$ cat src/rtl/core/crc16_dfr_pkg.sv
// ----------------------------------------------------------------------------
// crc16_dfr_pkg
// Shared types, constants and the CRC-16/MCRF4XX byte update for the deframer.
// ----------------------------------------------------------------------------
`default_nettype none

package crc16_dfr_pkg;

    localparam int unsigned CFG_IDX_W = 2;

    // configuration register indexes
    localparam logic [CFG_IDX_W-1:0] CFG_START_MARKER = 2'd0;
    localparam logic [CFG_IDX_W-1:0] CFG_MAX_LENGTH   = 2'd1;

    localparam logic [7:0]  START_MARKER_RST = 8'hA1;
    localparam logic [7:0]  MAX_LENGTH_RST   = 8'd200;
    localparam logic [15:0] CRC_INIT         = 16'hFFFF;

    // deframer phase, one-hot
    typedef enum logic [4:0] {
        PH_HUNT    = 5'b00001,
        PH_TYPE    = 5'b00010,
        PH_LENGTH  = 5'b00100,
        PH_CRC     = 5'b01000,
        PH_PAYLOAD = 5'b10000
    } phase_t;

    typedef struct packed {
        logic [7:0] payload_byte;
        logic [7:0] packet_type;
        logic [7:0] payload_length;
        logic       has_data;
        logic       is_last;
        logic       crc_ok;
    } res_t;

    // reflected 0x8408 update, one byte, table-free form
    function automatic logic [15:0] crc_step(input logic [7:0] b, input logic [15:0] crc);
        logic [7:0] t;
        t = b ^ crc[7:0];
        t = t ^ {t[3:0], 4'b0000};
        crc_step = {t, crc[15:8]} ^ {12'h000, t[7:4]} ^ {5'b00000, t, 3'b000};
    endfunction

endpackage

`default_nettype wire

$ cat src/rtl/core/crc16_packet_deframer_top.sv
// ----------------------------------------------------------------------------
// crc16_packet_deframer_top
// Start-byte / length framed packet deframer with CRC-16/MCRF4XX check.
// ----------------------------------------------------------------------------
// A result is on the output in the cycle after its byte's transfer.
// Throughput: one byte per cycle while in_ready is high; the state machine
//   and byte-wide CRC update sit between the state and result registers.
// in_ready drops only while a held result is not taken by downstream.
// Reset (rst_n, async, active low): hunting, CRC 0xFFFF, output empty,
//   start_marker 0xA1, max_length 200.
// ----------------------------------------------------------------------------
`default_nettype none

module crc16_packet_deframer_top
    import crc16_dfr_pkg::*;
(
    input  wire logic                 clk,
    input  wire logic                 rst_n,
    // configuration write channel
    input  wire logic                 cfg_valid,
    output logic                      cfg_ready,
    input  wire logic [CFG_IDX_W-1:0] cfg_index,
    input  wire logic [7:0]           cfg_data,
    // byte input
    input  wire logic                 in_valid,
    output logic                      in_ready,
    input  wire logic [7:0]           data_byte,
    // result output
    output logic                      out_valid,
    input  wire logic                 out_ready,
    output logic [7:0]                payload_byte,
    output logic [7:0]                packet_type,
    output logic [7:0]                payload_length,
    output logic                      has_data,
    output logic                      is_last,
    output logic                      crc_ok
);

    logic [7:0] start_marker_reg, start_marker_next;
    logic [7:0] max_length_reg,   max_length_next;

    logic step;
    logic res_valid;
    res_t res;
    res_t out_res;
    logic load_ok;

    // config writes are always taken; values apply from the next byte on
    assign cfg_ready = 1'b1;

    always_comb
    begin
        start_marker_next = start_marker_reg;
        max_length_next   = max_length_reg;
        if (cfg_valid)
        begin
            case (cfg_index)
                CFG_START_MARKER: start_marker_next = cfg_data;
                CFG_MAX_LENGTH:   max_length_next   = cfg_data;
                default:          ; // unknown index: write ignored
            endcase
        end
    end

    always_ff @(posedge clk or negedge rst_n)
    begin
        if (!rst_n)
        begin
            start_marker_reg <= START_MARKER_RST;
            max_length_reg   <= MAX_LENGTH_RST;
        end
        else
        begin
            start_marker_reg <= start_marker_next;
            max_length_reg   <= max_length_next;
        end
    end

    // a byte moves whenever the result register can take what it produces
    assign in_ready = load_ok;
    assign step     = in_valid && in_ready;

    crc16_dfr_core u_core (
        .clk          (clk),
        .rst_n        (rst_n),
        .step         (step),
        .data_byte    (data_byte),
        .start_marker (start_marker_reg),
        .max_length   (max_length_reg),
        .res_valid    (res_valid),
        .res          (res)
    );

    crc16_dfr_oreg u_oreg (
        .clk       (clk),
        .rst_n     (rst_n),
        .res_valid (res_valid),
        .res       (res),
        .load_ok   (load_ok),
        .out_valid (out_valid),
        .out_ready (out_ready),
        .out_res   (out_res)
    );

    assign payload_byte   = out_res.payload_byte;
    assign packet_type    = out_res.packet_type;
    assign payload_length = out_res.payload_length;
    assign has_data       = out_res.has_data;
    assign is_last        = out_res.is_last;
    assign crc_ok         = out_res.crc_ok;

endmodule

`default_nettype wire

$ cat src/rtl/core/crc16_dfr_core.sv
// ----------------------------------------------------------------------------
// crc16_dfr_core
// Framing state machine and running CRC; one byte per step, result is comb.
// ----------------------------------------------------------------------------
`default_nettype none

module crc16_dfr_core
    import crc16_dfr_pkg::*;
(
    input  wire logic       clk,
    input  wire logic       rst_n,
    input  wire logic       step,
    input  wire logic [7:0] data_byte,
    input  wire logic [7:0] start_marker,
    input  wire logic [7:0] max_length,
    output logic            res_valid,
    output res_t            res
);

    phase_t      phase_reg,      phase_next;
    logic [15:0] crc_reg,        crc_next;
    logic [7:0]  rx_lo_reg,      rx_lo_next;
    logic [7:0]  rx_hi_reg,      rx_hi_next;
    logic        crc_idx_reg,    crc_idx_next;
    logic [7:0]  type_reg,       type_next;
    logic [7:0]  length_reg,     length_next;
    logic [7:0]  seen_reg,       seen_next;

    logic [15:0] crc_upd;
    logic [15:0] crc_src;
    logic [7:0]  seen_inc;

    assign crc_src  = (phase_reg == PH_TYPE) ? CRC_INIT : crc_reg;
    assign crc_upd  = crc_step(data_byte, crc_src);
    assign seen_inc = seen_reg + 8'd1;

    always_comb
    begin
        phase_next   = phase_reg;
        crc_next     = crc_reg;
        rx_lo_next   = rx_lo_reg;
        crc_idx_next = crc_idx_reg;
        type_next    = type_reg;
        length_next  = length_reg;
        seen_next    = seen_reg;
        res_valid    = 1'b0;
        res.payload_byte   = data_byte;
        res.packet_type    = type_reg;
        res.payload_length = length_reg;
        res.has_data       = 1'b1;
        res.is_last        = 1'b0;
        res.crc_ok         = 1'b0;

        if (step)
        begin
            case (phase_reg)
                PH_HUNT:
                begin
                    if (data_byte == start_marker)
                    begin
                        phase_next = PH_TYPE;
                    end
                end
                PH_TYPE:
                begin
                    type_next    = data_byte;
                    length_next  = 8'd0;
                    seen_next    = 8'd0;
                    rx_lo_next   = 8'd0;
                    crc_idx_next = 1'b0;
                    crc_next     = crc_upd;
                    phase_next   = PH_LENGTH;
                end
                PH_LENGTH:
                begin
                    if (data_byte > max_length)
                    begin
                        phase_next = PH_HUNT;
                    end
                    else
                    begin
                        length_next  = data_byte;
                        crc_next     = crc_upd;
                        crc_idx_next = 1'b0;
                        phase_next   = PH_CRC;
                    end
                end
                PH_CRC:
                begin
                    if (!crc_idx_reg)
                    begin
                        rx_lo_next   = data_byte;
                        crc_idx_next = 1'b1;
                    end
                    else
                    begin
                        crc_idx_next = 1'b0;
                        if (length_reg == 8'd0)
                        begin
                            // empty packet: one result carrying only the verdict
                            res_valid        = 1'b1;
                            res.payload_byte = 8'd0;
                            res.has_data     = 1'b0;
                            res.is_last      = 1'b1;
                            res.crc_ok       = ({data_byte, rx_lo_reg} == crc_reg);
                            phase_next       = PH_HUNT;
                        end
                        else
                        begin
                            rx_lo_next = rx_lo_reg;
                            seen_next  = 8'd0;
                            phase_next = PH_PAYLOAD;
                        end
                    end
                end
                PH_PAYLOAD:
                begin
                    crc_next  = crc_upd;
                    seen_next = seen_inc;
                    res_valid = 1'b1;
                    if (seen_inc == length_reg)
                    begin
                        res.is_last = 1'b1;
                        res.crc_ok  = ({rx_hi_reg, rx_lo_reg} == crc_upd);
                        phase_next  = PH_HUNT;
                    end
                end
                default:
                begin
                    phase_next = PH_HUNT;
                end
            endcase
        end
    end

    // high CRC byte is kept once the second CRC byte arrives
    assign rx_hi_next = (step && phase_reg == PH_CRC && crc_idx_reg) ? data_byte : rx_hi_reg;

    always_ff @(posedge clk or negedge rst_n)
    begin
        if (!rst_n)
        begin
            phase_reg   <= PH_HUNT;
            crc_reg     <= CRC_INIT;
            rx_lo_reg   <= 8'd0;
            rx_hi_reg   <= 8'd0;
            crc_idx_reg <= 1'b0;
            type_reg    <= 8'd0;
            length_reg  <= 8'd0;
            seen_reg    <= 8'd0;
        end
        else
        begin
            phase_reg   <= phase_next;
            crc_reg     <= crc_next;
            rx_lo_reg   <= rx_lo_next;
            rx_hi_reg   <= rx_hi_next;
            crc_idx_reg <= crc_idx_next;
            type_reg    <= type_next;
            length_reg  <= length_next;
            seen_reg    <= seen_next;
        end
    end

    a_hunt_silent: assert property (@(posedge clk) disable iff (!rst_n)
        (phase_reg == PH_HUNT || phase_reg == PH_TYPE || phase_reg == PH_LENGTH) |-> !res_valid)
        else $error("result produced outside CRC/payload phase");

    a_last_to_hunt: assert property (@(posedge clk) disable iff (!rst_n)
        (res_valid && res.is_last) |=> phase_reg == PH_HUNT)
        else $error("last result did not return to hunting");

    a_payload_count: assert property (@(posedge clk) disable iff (!rst_n)
        phase_reg == PH_PAYLOAD |-> (seen_reg < length_reg))
        else $error("payload byte count overran declared length");

    a_ok_only_last: assert property (@(posedge clk) disable iff (!rst_n)
        (res_valid && res.crc_ok) |-> res.is_last)
        else $error("crc_ok set on a non-final result");

endmodule

`default_nettype wire

$ cat src/rtl/core/crc16_dfr_oreg.sv
// ----------------------------------------------------------------------------
// crc16_dfr_oreg
// Result register; holds a result until downstream takes it.
// ----------------------------------------------------------------------------
`default_nettype none

module crc16_dfr_oreg
    import crc16_dfr_pkg::*;
(
    input  wire logic clk,
    input  wire logic rst_n,
    input  wire logic res_valid,
    input  wire res_t res,
    output logic      load_ok,
    output logic      out_valid,
    input  wire logic out_ready,
    output res_t      out_res
);

    logic valid_reg, valid_next;
    res_t data_reg;

    // free when empty or when the held result leaves this cycle
    assign load_ok    = !valid_reg || out_ready;
    assign valid_next = load_ok ? res_valid : valid_reg;

    always_ff @(posedge clk or negedge rst_n)
    begin
        if (!rst_n)
        begin
            valid_reg <= 1'b0;
        end
        else
        begin
            valid_reg <= valid_next;
        end
    end

    always_ff @(posedge clk)
    begin
        if (load_ok && res_valid)
        begin
            data_reg <= res;
        end
    end

    assign out_valid = valid_reg;
    assign out_res   = data_reg;

endmodule

`default_nettype wire

$ cat config.mk
export PLATFORM = sky130hd
export DESIGN_NAME = crc16_packet_deframer_top
export DESIGN_NICKNAME = d
export VERILOG_FILES = /design/src/rtl/core/crc16_dfr_pkg.sv /design/src/rtl/core/crc16_packet_deframer_top.sv /design/src/rtl/core/crc16_dfr_core.sv /design/src/rtl/core/crc16_dfr_oreg.sv
export SDC_FILE = /design/constraint.sdc
export NUM_CORES = 1
export LEC_CHECK = 0
export BUFFER_PORTS_ARGS = -buffer_cell sky130_fd_sc_hd__buf_4
export CORE_UTILIZATION = 60
export CTS_BUF_LIST = sky130_fd_sc_hd__clkbuf_4 sky130_fd_sc_hd__clkbuf_8 sky130_fd_sc_hd__clkbuf_16
export DETAILED_ROUTE_END_ITERATION = 16
export GPL_TIMING_DRIVEN = 0
export PLACE_DENSITY_LB_ADDON = 0.12
export RECOVER_POWER = 100
export SKIP_CTS_REPAIR_TIMING = 1
export SYNTH_ARGS = -nofsm -noshare
export SYNTH_HDL_FRONTEND = slang
export SYNTH_SLANG_ARGS = --single-unit
$ cat constraint.sdc
create_clock -name clk -period 3 [get_ports clk]
set_input_delay 0.6 -clock clk [delete_from_list [all_inputs] [get_ports clk]]
set_output_delay 0.6 -clock clk [all_outputs]
set_load 0.02 [all_outputs]
# Yosys cells after proc, flatten, opt, wreduce, memory -nomap -nowiden

Index checks and enable logic that the tools add are counted.

Register bits: 106
Output and inout bits: 30

$lt $le $gt $ge: 1
Reductions and logical operators: 24
Equal/unequal tests: 16
Add/subtract/negate cells: 1
Mux-type cells: 31
Bitwise gates (word level): 4

Operators by type and width:

| kind                                                             | count |
|---|---|
| 8-bit two-way mux                                                | 8 |
| 16-bit == test                                                   | 2 |
| 16-bit two-way mux                                               | 2 |
| 16-bit case mux with 2 select lines                              | 1 |
| 8-bit case mux with 2 select lines                               | 2 |
| 5-bit case mux with 5 select lines                               | 1 |
| 8-bit case mux with 3 select lines                               | 1 |
| 5-bit two-way mux                                                | 4 |
| 8-bit == test                                                    | 2 |
| 16-bit by 11-bit XOR with 16-bit output                          | 1 |
| 16-bit by 4-bit XOR with 16-bit output                           | 1 |
| 8-bit XOR                                                        | 2 |
| 3-bit AND reduction                                              | 5 |
| 8-bit by 1-bit adder with 8-bit output (second input constant)   | 1 |
| 8-bit > comparator                                               | 1 |
| 8-bit zero test                                                  | 1 |
| 4-bit AND reduction                                              | 2 |
| 2-bit by 1-bit != test with 1-bit output (second input constant) | 3 |
| 2-bit != test (second input constant)                            | 3 |
| 2-bit AND reduction                                              | 3 |
| 2-bit nonzero test                                               | 3 |
| 3-bit nonzero test                                               | 2 |
| 5-bit by 1-bit == test with 1-bit output (second input constant) | 1 |
| 5-bit by 2-bit == test with 1-bit output (second input constant) | 1 |
| other kinds (16)                                                 | 24 |

# Depth between registers and ports, before layout

Gate-level depths: netlist (run 1).

Depth in word-level cells: 9
Mapped depth: 12
Depth with buffers taken out: 9

# By module

From an unflattened synthesis (run 1), not the netlist that was laid out.

Cells, all modules: 547
Area total of the unflattened synthesis: 6050.8 um2

By module, submodules not included:

| module                    | cells an instance | instances | sequential area each (um2) | area an instance (um2) |
|---|---|---|---|---|
| crc16_dfr_core            | 479               | 1         | 1572.8                     | 4550.6 |
| crc16_dfr_oreg            | 31                | 1         | 835.8                      | 864.6 |
| crc16_packet_deframer_top | 37                | 1         | 407.9                      | 635.6 |

# Worst setup path after synthesis (run 1)

Ideal clock, no wire load.

Kind: input to register
Start point: input out_ready
End point: register u_oreg.data_reg, in the netlist u_oreg.out_res[0], enable pin
Cell stages on the path: 7
Library setup time: 0.384 ns
Path buffers: 2
Required time: 2.616 ns
Setup slack: 0.274 ns
Arrival: 2.342 ns
Cell sequence: nand2b_1 -> and2_1 -> clkbuf_1 -> nand3_1 -> or2_2 -> clkbuf_1 -> nand2_1

Cells in the longest elaborated chain, start to end: 4

Ends and longest elaborated chain:

| what                   | line                            | source |
|---|---|---|
| start: declaration     | crc16_packet_deframer_top.sv:30 | `input wire logic out_ready,` |
| 1-bit logical OR *     | crc16_dfr_oreg.sv:24            | `assign load_ok = !valid_reg \|\| out_ready;` |
| 1-bit logical AND      | crc16_packet_deframer_top.sv:81 | `assign step = in_valid && in_ready;` |
| 1-bit two-way mux      | crc16_dfr_core.sv:54            | `if (step)` |
| 1-bit logical AND *    | crc16_dfr_oreg.sv:41            | `if (load_ok && res_valid)` |
| end signal: assignment | crc16_dfr_oreg.sv:43            | `data_reg <= res;` |
| end: declaration       | crc16_dfr_oreg.sv:21            | `res_t data_reg;` |

Every way passes the cells marked *; elsewhere a longest branch is shown, timed or not.
A chain may end at the register's enable or synchronous reset.

# Worst setup path in the final report (run 1)

Start point: register u_core.phase_reg[2]
End point: register u_oreg.data_reg, in the netlist u_oreg.out_res[0] (data pin)

Cells in the longest elaborated chain, start to end: 9

Ends and longest elaborated chain:

| what                                     | line                  | source |
|---|---|---|
| start: declaration                       | crc16_dfr_core.sv:20  | `phase_t phase_reg, phase_next;` |
| start signal: assignment                 | crc16_dfr_core.sv:154 | `phase_reg <= phase_next;` |
| 5-bit by 2-bit == test with 1-bit output | crc16_dfr_core.sv:33  | `assign crc_src = (phase_reg == PH_TYPE) ? CRC_INIT : crc_reg;` |
| 16-bit two-way mux                       | crc16_dfr_core.sv:33  |  |
| 8-bit XOR                                | crc16_dfr_pkg.sv:40   | `t = b ^ crc[7:0];` |
| 8-bit XOR                                | crc16_dfr_pkg.sv:41   | `t = t ^ {t[3:0], 4'b0000};` |
| 16-bit by 4-bit XOR with 16-bit output   | crc16_dfr_pkg.sv:42   | `crc_step = {t, crc[15:8]} ^ {12'h000, t[7:4]} ^ {5'b00000, t, 3'b000};` |
| 16-bit by 11-bit XOR with 16-bit output  | crc16_dfr_pkg.sv:42   |  |
| 16-bit == test                           | crc16_dfr_core.sv:124 | `res.crc_ok = ({rx_hi_reg, rx_lo_reg} == crc_upd);` |
| 2-bit two-way mux                        | crc16_dfr_core.sv:121 | `if (seen_inc == length_reg)` |
| 2-bit case mux with 2 select lines *     | crc16_dfr_core.sv:56  | `case (phase_reg)` |

Marked as above.

==> results.yml, run 1 <==
detailed_routing:
  wl_per_cell_um: 18.1
  wl_um: 13100
  drtIter0Drc: 158
  vias_per_cell: 5.81
  drtPass1Iterations: 6
  ant_nets: 0
  vias: 4186
  drc: 0
floorplanning:
  start_util: 0.625
  dieArea_mm2: 0.0101
  rows: 35
  die_x_um: 100
  boundaryPins: 53
  coreArea_mm2: 0.00928
  die_y_um: 100
synthesis:
  ys_seq_area_frac: 0.486
  netlist.area_leader.share: 0.242
  synthFlopType: "dfrtp_1"
  syn_area_mm2: 0.00580
  syn-num-nets: 551
  synth_largest_area_cell: "dfrtp_1"
  yosysMostFrequentCell: "dfrtp_1"
  synth_cell_types: 62
  synthCells: 519
  synth_seq_cells: 106
  async_flop_share: 0.745
  yosys_warnings: 0
  syn-mean-instance-area_um2: 11.2
  netlist_top_cells_area: "dfrtp_1 24%, edfxtp_1 14%, dfstp_2 10%"
  synthTopCellsByCount: "56 x dfrtp_1, 45 x nand2_1, 43 x xnor2_1, 38 x mux2_2, 27 x edfxtp_1"
  synth-edff-count: 27
setup_path:
  required_ps: 3210
  reg2reg_depth: 9
  slowest_stage: "dfrtp_1"
  crit_type: "reg -> reg"
  end_kind: "register"
  critPathMaxFanout: 10
  path_cells: "nor3_4 > clkbuf_1 > buf_6 > a21oi_1 > xnor2_1 > xor3_1 > a2111oi_1 > nand4_1 > o22ai_1"
  r2r_start: "u_core.phase_reg[2]"
  r2r_end: "u_oreg.out_res[0]"
  crit_buf_inv: 2
  start_kind: "register"
  cpPeakStageDelay_ps: 500
  rrSetupSlack_ps: 180
  cp_num_cells: 9
  arrival_ps: 3030
  cpLargestDelayFamily: "compound AO/OA/AOI/OAI gates"
clock_network:
  tritoncts: "done"
  clk_pin_slew_ps: 100
  cts_sinks: 106
  clk_latency_ps: 380
  root_buffer: "clkbuf_8"
  cts_buffers: 9
  htreeDepth: 3
  ctsLongestPathBuffers: 2
timing:
  hold_violations: 0
  tightest_slew_ps: 1980
  rsz0062_at_grt: "no"
  fin_hold_ws_ps: 455
  maxSlewViolCount: 80
  fmax_mhz: 355
  setup_viol: 0
  slew_headroom: -0.317
  post-route-min-period_ps: 2820
  fin_crit_sh: 0.940
  skew_ps: 13.6
global_route:
  grt_max_degree: 80
  antenna_found_initial: 0
  grt_overflow: 0
  grt_pass1_wl_um: 20900
  track_usage: 0.274
  grt_pass1_vias: 4155
status:
  failed_checks: "max-capacitance violations, max-slew violations"
  status: "complete, but fails checks"
place:
  hpwl_um: 9250
  gp_congestion: 0.907
  io_buffers: 50
  dp.cells: 698
layout:
  syn2layout_area_growth_pct: 11.8
  n_antenna_cell: 0
  largest_reg_flops: 27
  multiInputGateArea_mm2: 0.00277
  fin_util: 0.698
  fillers: 724
  regArea_mm2: 0.00282
  nets: 618
  drive_gt1_frac: 0.225
  layoutNonFillerInstCount: 720
hold_path:
  holdPathEnd: "u_oreg.out_res[14]"
  hp-class: "reg -> reg"
  whs_path_depth: 0
  worstHoldStart: "u_core.type_reg[3]"
job:
  max_cap_viol_count: 1
pwr:
  peakVddDrop_mv: 0.617
  p_leak_nw: 2.69
  power.density_mw_per_mm2: 891
-- per-stage QoR --
stage | cell area, µm² | setup TNS, ps | power, mW | worst slack (ps)
3_5_place_dp | 6340 | -5510 | 4.82 | -357
3_3_place_gp | 6340 | -3260 | 4.73 | -312
2_1_floorplan | 5800 | 0 | 4.23 | 274
4_1_cts | 6540 | 0 | 5.76 | 31.0
5_1_grt | 6480 | 0 | 6.14 | 64.1
6_report | 6480 | 0 | 5.78 | 181
-- power breakdown --
group / total [mW] / leakage (nW) / internal [mW] / switching, mW
registers: 2.27 / 1.22 / 1.93 / 0.349
logic: 2.59 / 1.35 / 1.24 / 1.35
clock network: 0.916 / 0.107 / 0.401 / 0.515
-- how the worst max path moves through the flow --
stage | startpoint | end
6_report | u_core.phase_reg[2] | u_oreg.out_res[0]
5_1_grt | u_core.phase_reg[2] | u_oreg.out_res[0]
4_1_cts | data_byte[0] | u_core.crc_reg[10]
3_5_place_dp | data_byte[0] | u_core.crc_reg[10]
3_3_place_gp | data_byte[0] | u_core.crc_reg[10]
2_1_floorplan | out_ready | u_oreg.out_res[0]
-- layout make-up --
| class | count | share of cell area |
|---|---|---|
| well taps | 129 | 0.0249 |
| clock buffers | 9 | 0.0191 |
| clock inverters | 7 | 0.0125 |
| repair buffers | 56 | 0.0465 |
| flip-flops and latches | 106 | 0.435 |
| plain buffers | 27 | 0.0232 |
| multi-input cells | 367 | 0.428 |
| inverters | 19 | 0.0116 |
-- logic make-up (layout without fill, tap and decap cells) --
group                      count (synthesis)  after routing  share of synthesized area
DFF                                      106            106                      0.486
AOI/OAI and AO/OA                         89             89                      0.102
and+or+nand+nor                          138            138                      0.121
buffers and inverters                     46            118                     0.0378
adders and majority gates                 10             10                     0.0211
muxes                                     53             53                      0.101
xor gates and xnor gates                  76             76                      0.131
other                                      1              1                   0.000647
-- placed cells by master (no fill, tap or decap), types with 11 or more instances in the layout --
cell type | synthesis | routed
a21oi_1 | 21 | 21
dfstp_2 | 23 | 22
mux2i_1 | 11 | 11
mux2_2 | 38 | 36
clkbuf_1 | 13 | 44
dfrtp_1 | 56 | 56
nor2_1 | 18 | 18
edfxtp_1 | 27 | 27
xor2_1 | 24 | 24
inv_1 | 19 | 18
buf_4 | 4 | 27
xnor2_1 | 43 | 43
nand3_1 | 13 | 13
o21ai_0 | 25 | 25
nand2_1 | 45 | 44
-- worst register-to-register path, delay by kind of cell, from the launching register on --
family / cells / cell delay (ps)
buffers and inverters: 2 / 430
AOI/OAI and AO/OA: 3 / 770
DFF: 1 / 500
xor gates and xnor gates: 2 / 530
and+or+nand+nor: 2 / 430
-- per-layer routing --
metal,up-vias,wire length [µm],global-route usage
li1,1960,-,-
met1,2059,5720,0.364
met2,147,6440,0.460
met3,20,655,0.0327
met4,0,240,0.113
met5,-,0,0
(Power assumes the default switching activity.)
==> run 2: changes to the inputs <==
Settings changed: CTS_BUF_LIST sky130_fd_sc_hd__clkbuf_4 sky130_fd_sc_hd__clkbuf_8 sky130_fd_sc_hd__clkbuf_16 to sky130_fd_sc_hd__clkbuf_2.
==> run 2 against run 1 <==
Compared with the run above:
- the run still ends with max-capacitance violations, max-slew violations left
- combinational power about the same
- hold slack worse by 220 ps
- total power down 3.7%
- die area unchanged
- sequential power about the same
- global-route usage down 0.35 points
- clock power down 23%
- sequential share of layout area up 0.68 points
- via count down 1.2%
- routed wire length down 0.63%
- sequential cell count unchanged
- non-clock buffer count down 3
- critical endpoint unchanged
- highest routed layer unchanged
==> results.yml, run 2 (synthesized netlist as in run 1, its figures left out) <==
global_route:
  grt_pass1_wl_um: 20700
  grt_max_degree: 80
  antenna_found_initial: 0
  grt_overflow: 0
  grt_pass1_vias: 4128
  track_usage: 0.271
layout:
  syn2layout_area_growth_pct: 10.0
  layout_commonest_cell: "dfrtp_1"
  layoutNonFillerInstCount: 717
  fin_util: 0.687
  nets: 615
  largest_reg_flops: 27
  drive_gt1_frac: 0.223
  final_cell_mix: "56 x dfrtp_1, 44 x nand2_1, 43 x xnor2_1"
  stdcell_area_mm2: 0.00638
  n_antenna_cell: 0
setup_path:
  crit_buf_inv: 1
  path_cells: "nor2b_1 > buf_6 > a21oi_2 > xnor3_1 > or3_1 > a2111oi_2 > nand4_1 > o22ai_1"
  start_kind: "register"
  cpPeakStageDelay_ps: 710
  end_kind: "register"
  arrival_ps: 3190
  required_ps: 3430
  slowest_stage: "dfstp_1"
  critPathMaxFanout: 7
  crit_type: "reg -> reg"
  cpLargestDelayFamily: "compound AO/OA/AOI/OAI gates"
timing:
  fin_crit_sh: 0.921
  setup_viol: 0
  maxSlewViolCount: 80
  fmax_mhz: 362
  tightest_slew_ps: 1990
  slew_headroom: -0.326
  fin_hold_ws_ps: 232
  post-route-min-period_ps: 2760
  rsz0062_at_grt: "no"
  hold_violations: 0
  skew_ps: 36.3
detailed_routing:
  wl_um: 13000
  drtPass1Iterations: 4
  drtIter0Drc: 171
  drc: 0
  wl_per_cell_um: 18.1
  vias: 4135
  vias_per_cell: 5.77
  ant_nets: 0
place:
  hpwl_um: 9250
  io_buffers: 50
  place_area_mm2: 0.00634
  dp.cells: 698
  gp_congestion: 0.907
clock_network:
  root_buffer: "clkbuf_2"
  clk_pin_slew_ps: 290
  cts_sinks: 106
  cts_buffers: 9
  htreeDepth: 3
  tritoncts: "done"
  clk_latency_ps: 580
  ctsLongestPathBuffers: 2
floorplanning:
  boundaryPins: 53
  die_x_um: 100
  rows: 35
  die_y_um: 100
  dieArea_mm2: 0.0101
  coreArea_mm2: 0.00928
  start_util: 0.625
pwr:
  seqPwrFrac: 0.408
  swShare: 0.393
  power.internal_mw: 3.38
  pwr-share-comb: 0.465
  p_sw_mw: 2.19
  power.density_mw_per_mm2: 872
  p_leak_nw: 2.65
  power_frac_clock: 0.127
  peakVddDrop_mv: 0.599
job:
  max_cap_viol_count: 1
hold_path:
  hp-class: "in -> reg"
status:
  failed_checks: "max-capacitance violations, max-slew violations"
  status: "complete, but fails checks"
## run 2: cell count changes in the layout (fill, tap and decap cells not counted), sizes merged
cell      change
inv           +1
clkbuf        -3
clkinvlp      -1
## run 2: layout make-up
cell class	instances	area [µm²]
Fill cell	753	2900
Sequential cell	106	2820
Multi-Input combinational cell	367	2770
Timing Repair Buffer	53	287
Tap cell	129	161
Buffer	27	148
Clock inverter	7	81.3
Inverter	19	71.3
Clock buffer	9	45.0
## run 2: final timing paths
kind,slack (ps),startpoint,cells past startpoint,end
max,240,u_core.phase_reg[0],8,u_oreg.out_res[0]
min,230,cfg_data[1],2,max_length_reg[1]
max reg2reg,240,u_core.phase_reg[0],8,u_oreg.out_res[0]
min reg2reg,490,u_core.type_reg[3],0,u_oreg.out_res[14]
max in group asynchronous,1300,rst_n,1,u_core.rx_lo_reg[1]
min in group asynchronous,530,rst_n,1,max_length_reg[1]
## run 2: metal layers
| metal | wire (µm) | GRT usage | vias to the layer above |
|---|---|---|---|
| met2 | 6290 | 0.461 | 137 |
| met3 | 615 | 0.0341 | 22 |
| met4 | 260 | 0.0948 | 0 |
| met1 | 5800 | 0.359 | 2013 |
| li1 | - | - | 1963 |
| met5 | 0 | 0 | - |
## run 2: per-stage QoR
step / setup slack, ps / power [mW] / TNS [ps]
3_3_place_gp: -312 / 4.73 / -3260
6_report: 237 / 5.56 / 0
4_1_cts: 54.9 / 5.53 / 0
3_5_place_dp: -357 / 4.82 / -5510
2_1_floorplan: 274 / 4.23 / 0
5_1_grt: 68.7 / 5.92 / 0
## run 2: power by group through the flow
stage          Clock (mW)  Combinational [mW]  Sequential, mW
3_3_place_gp            0                2.46            2.27
3_5_place_dp            0                2.52            2.29
6_report            0.708                2.59            2.27
4_1_cts             0.722                2.55            2.26
2_1_floorplan           0                2.04            2.19
5_1_grt             0.784                2.82            2.31
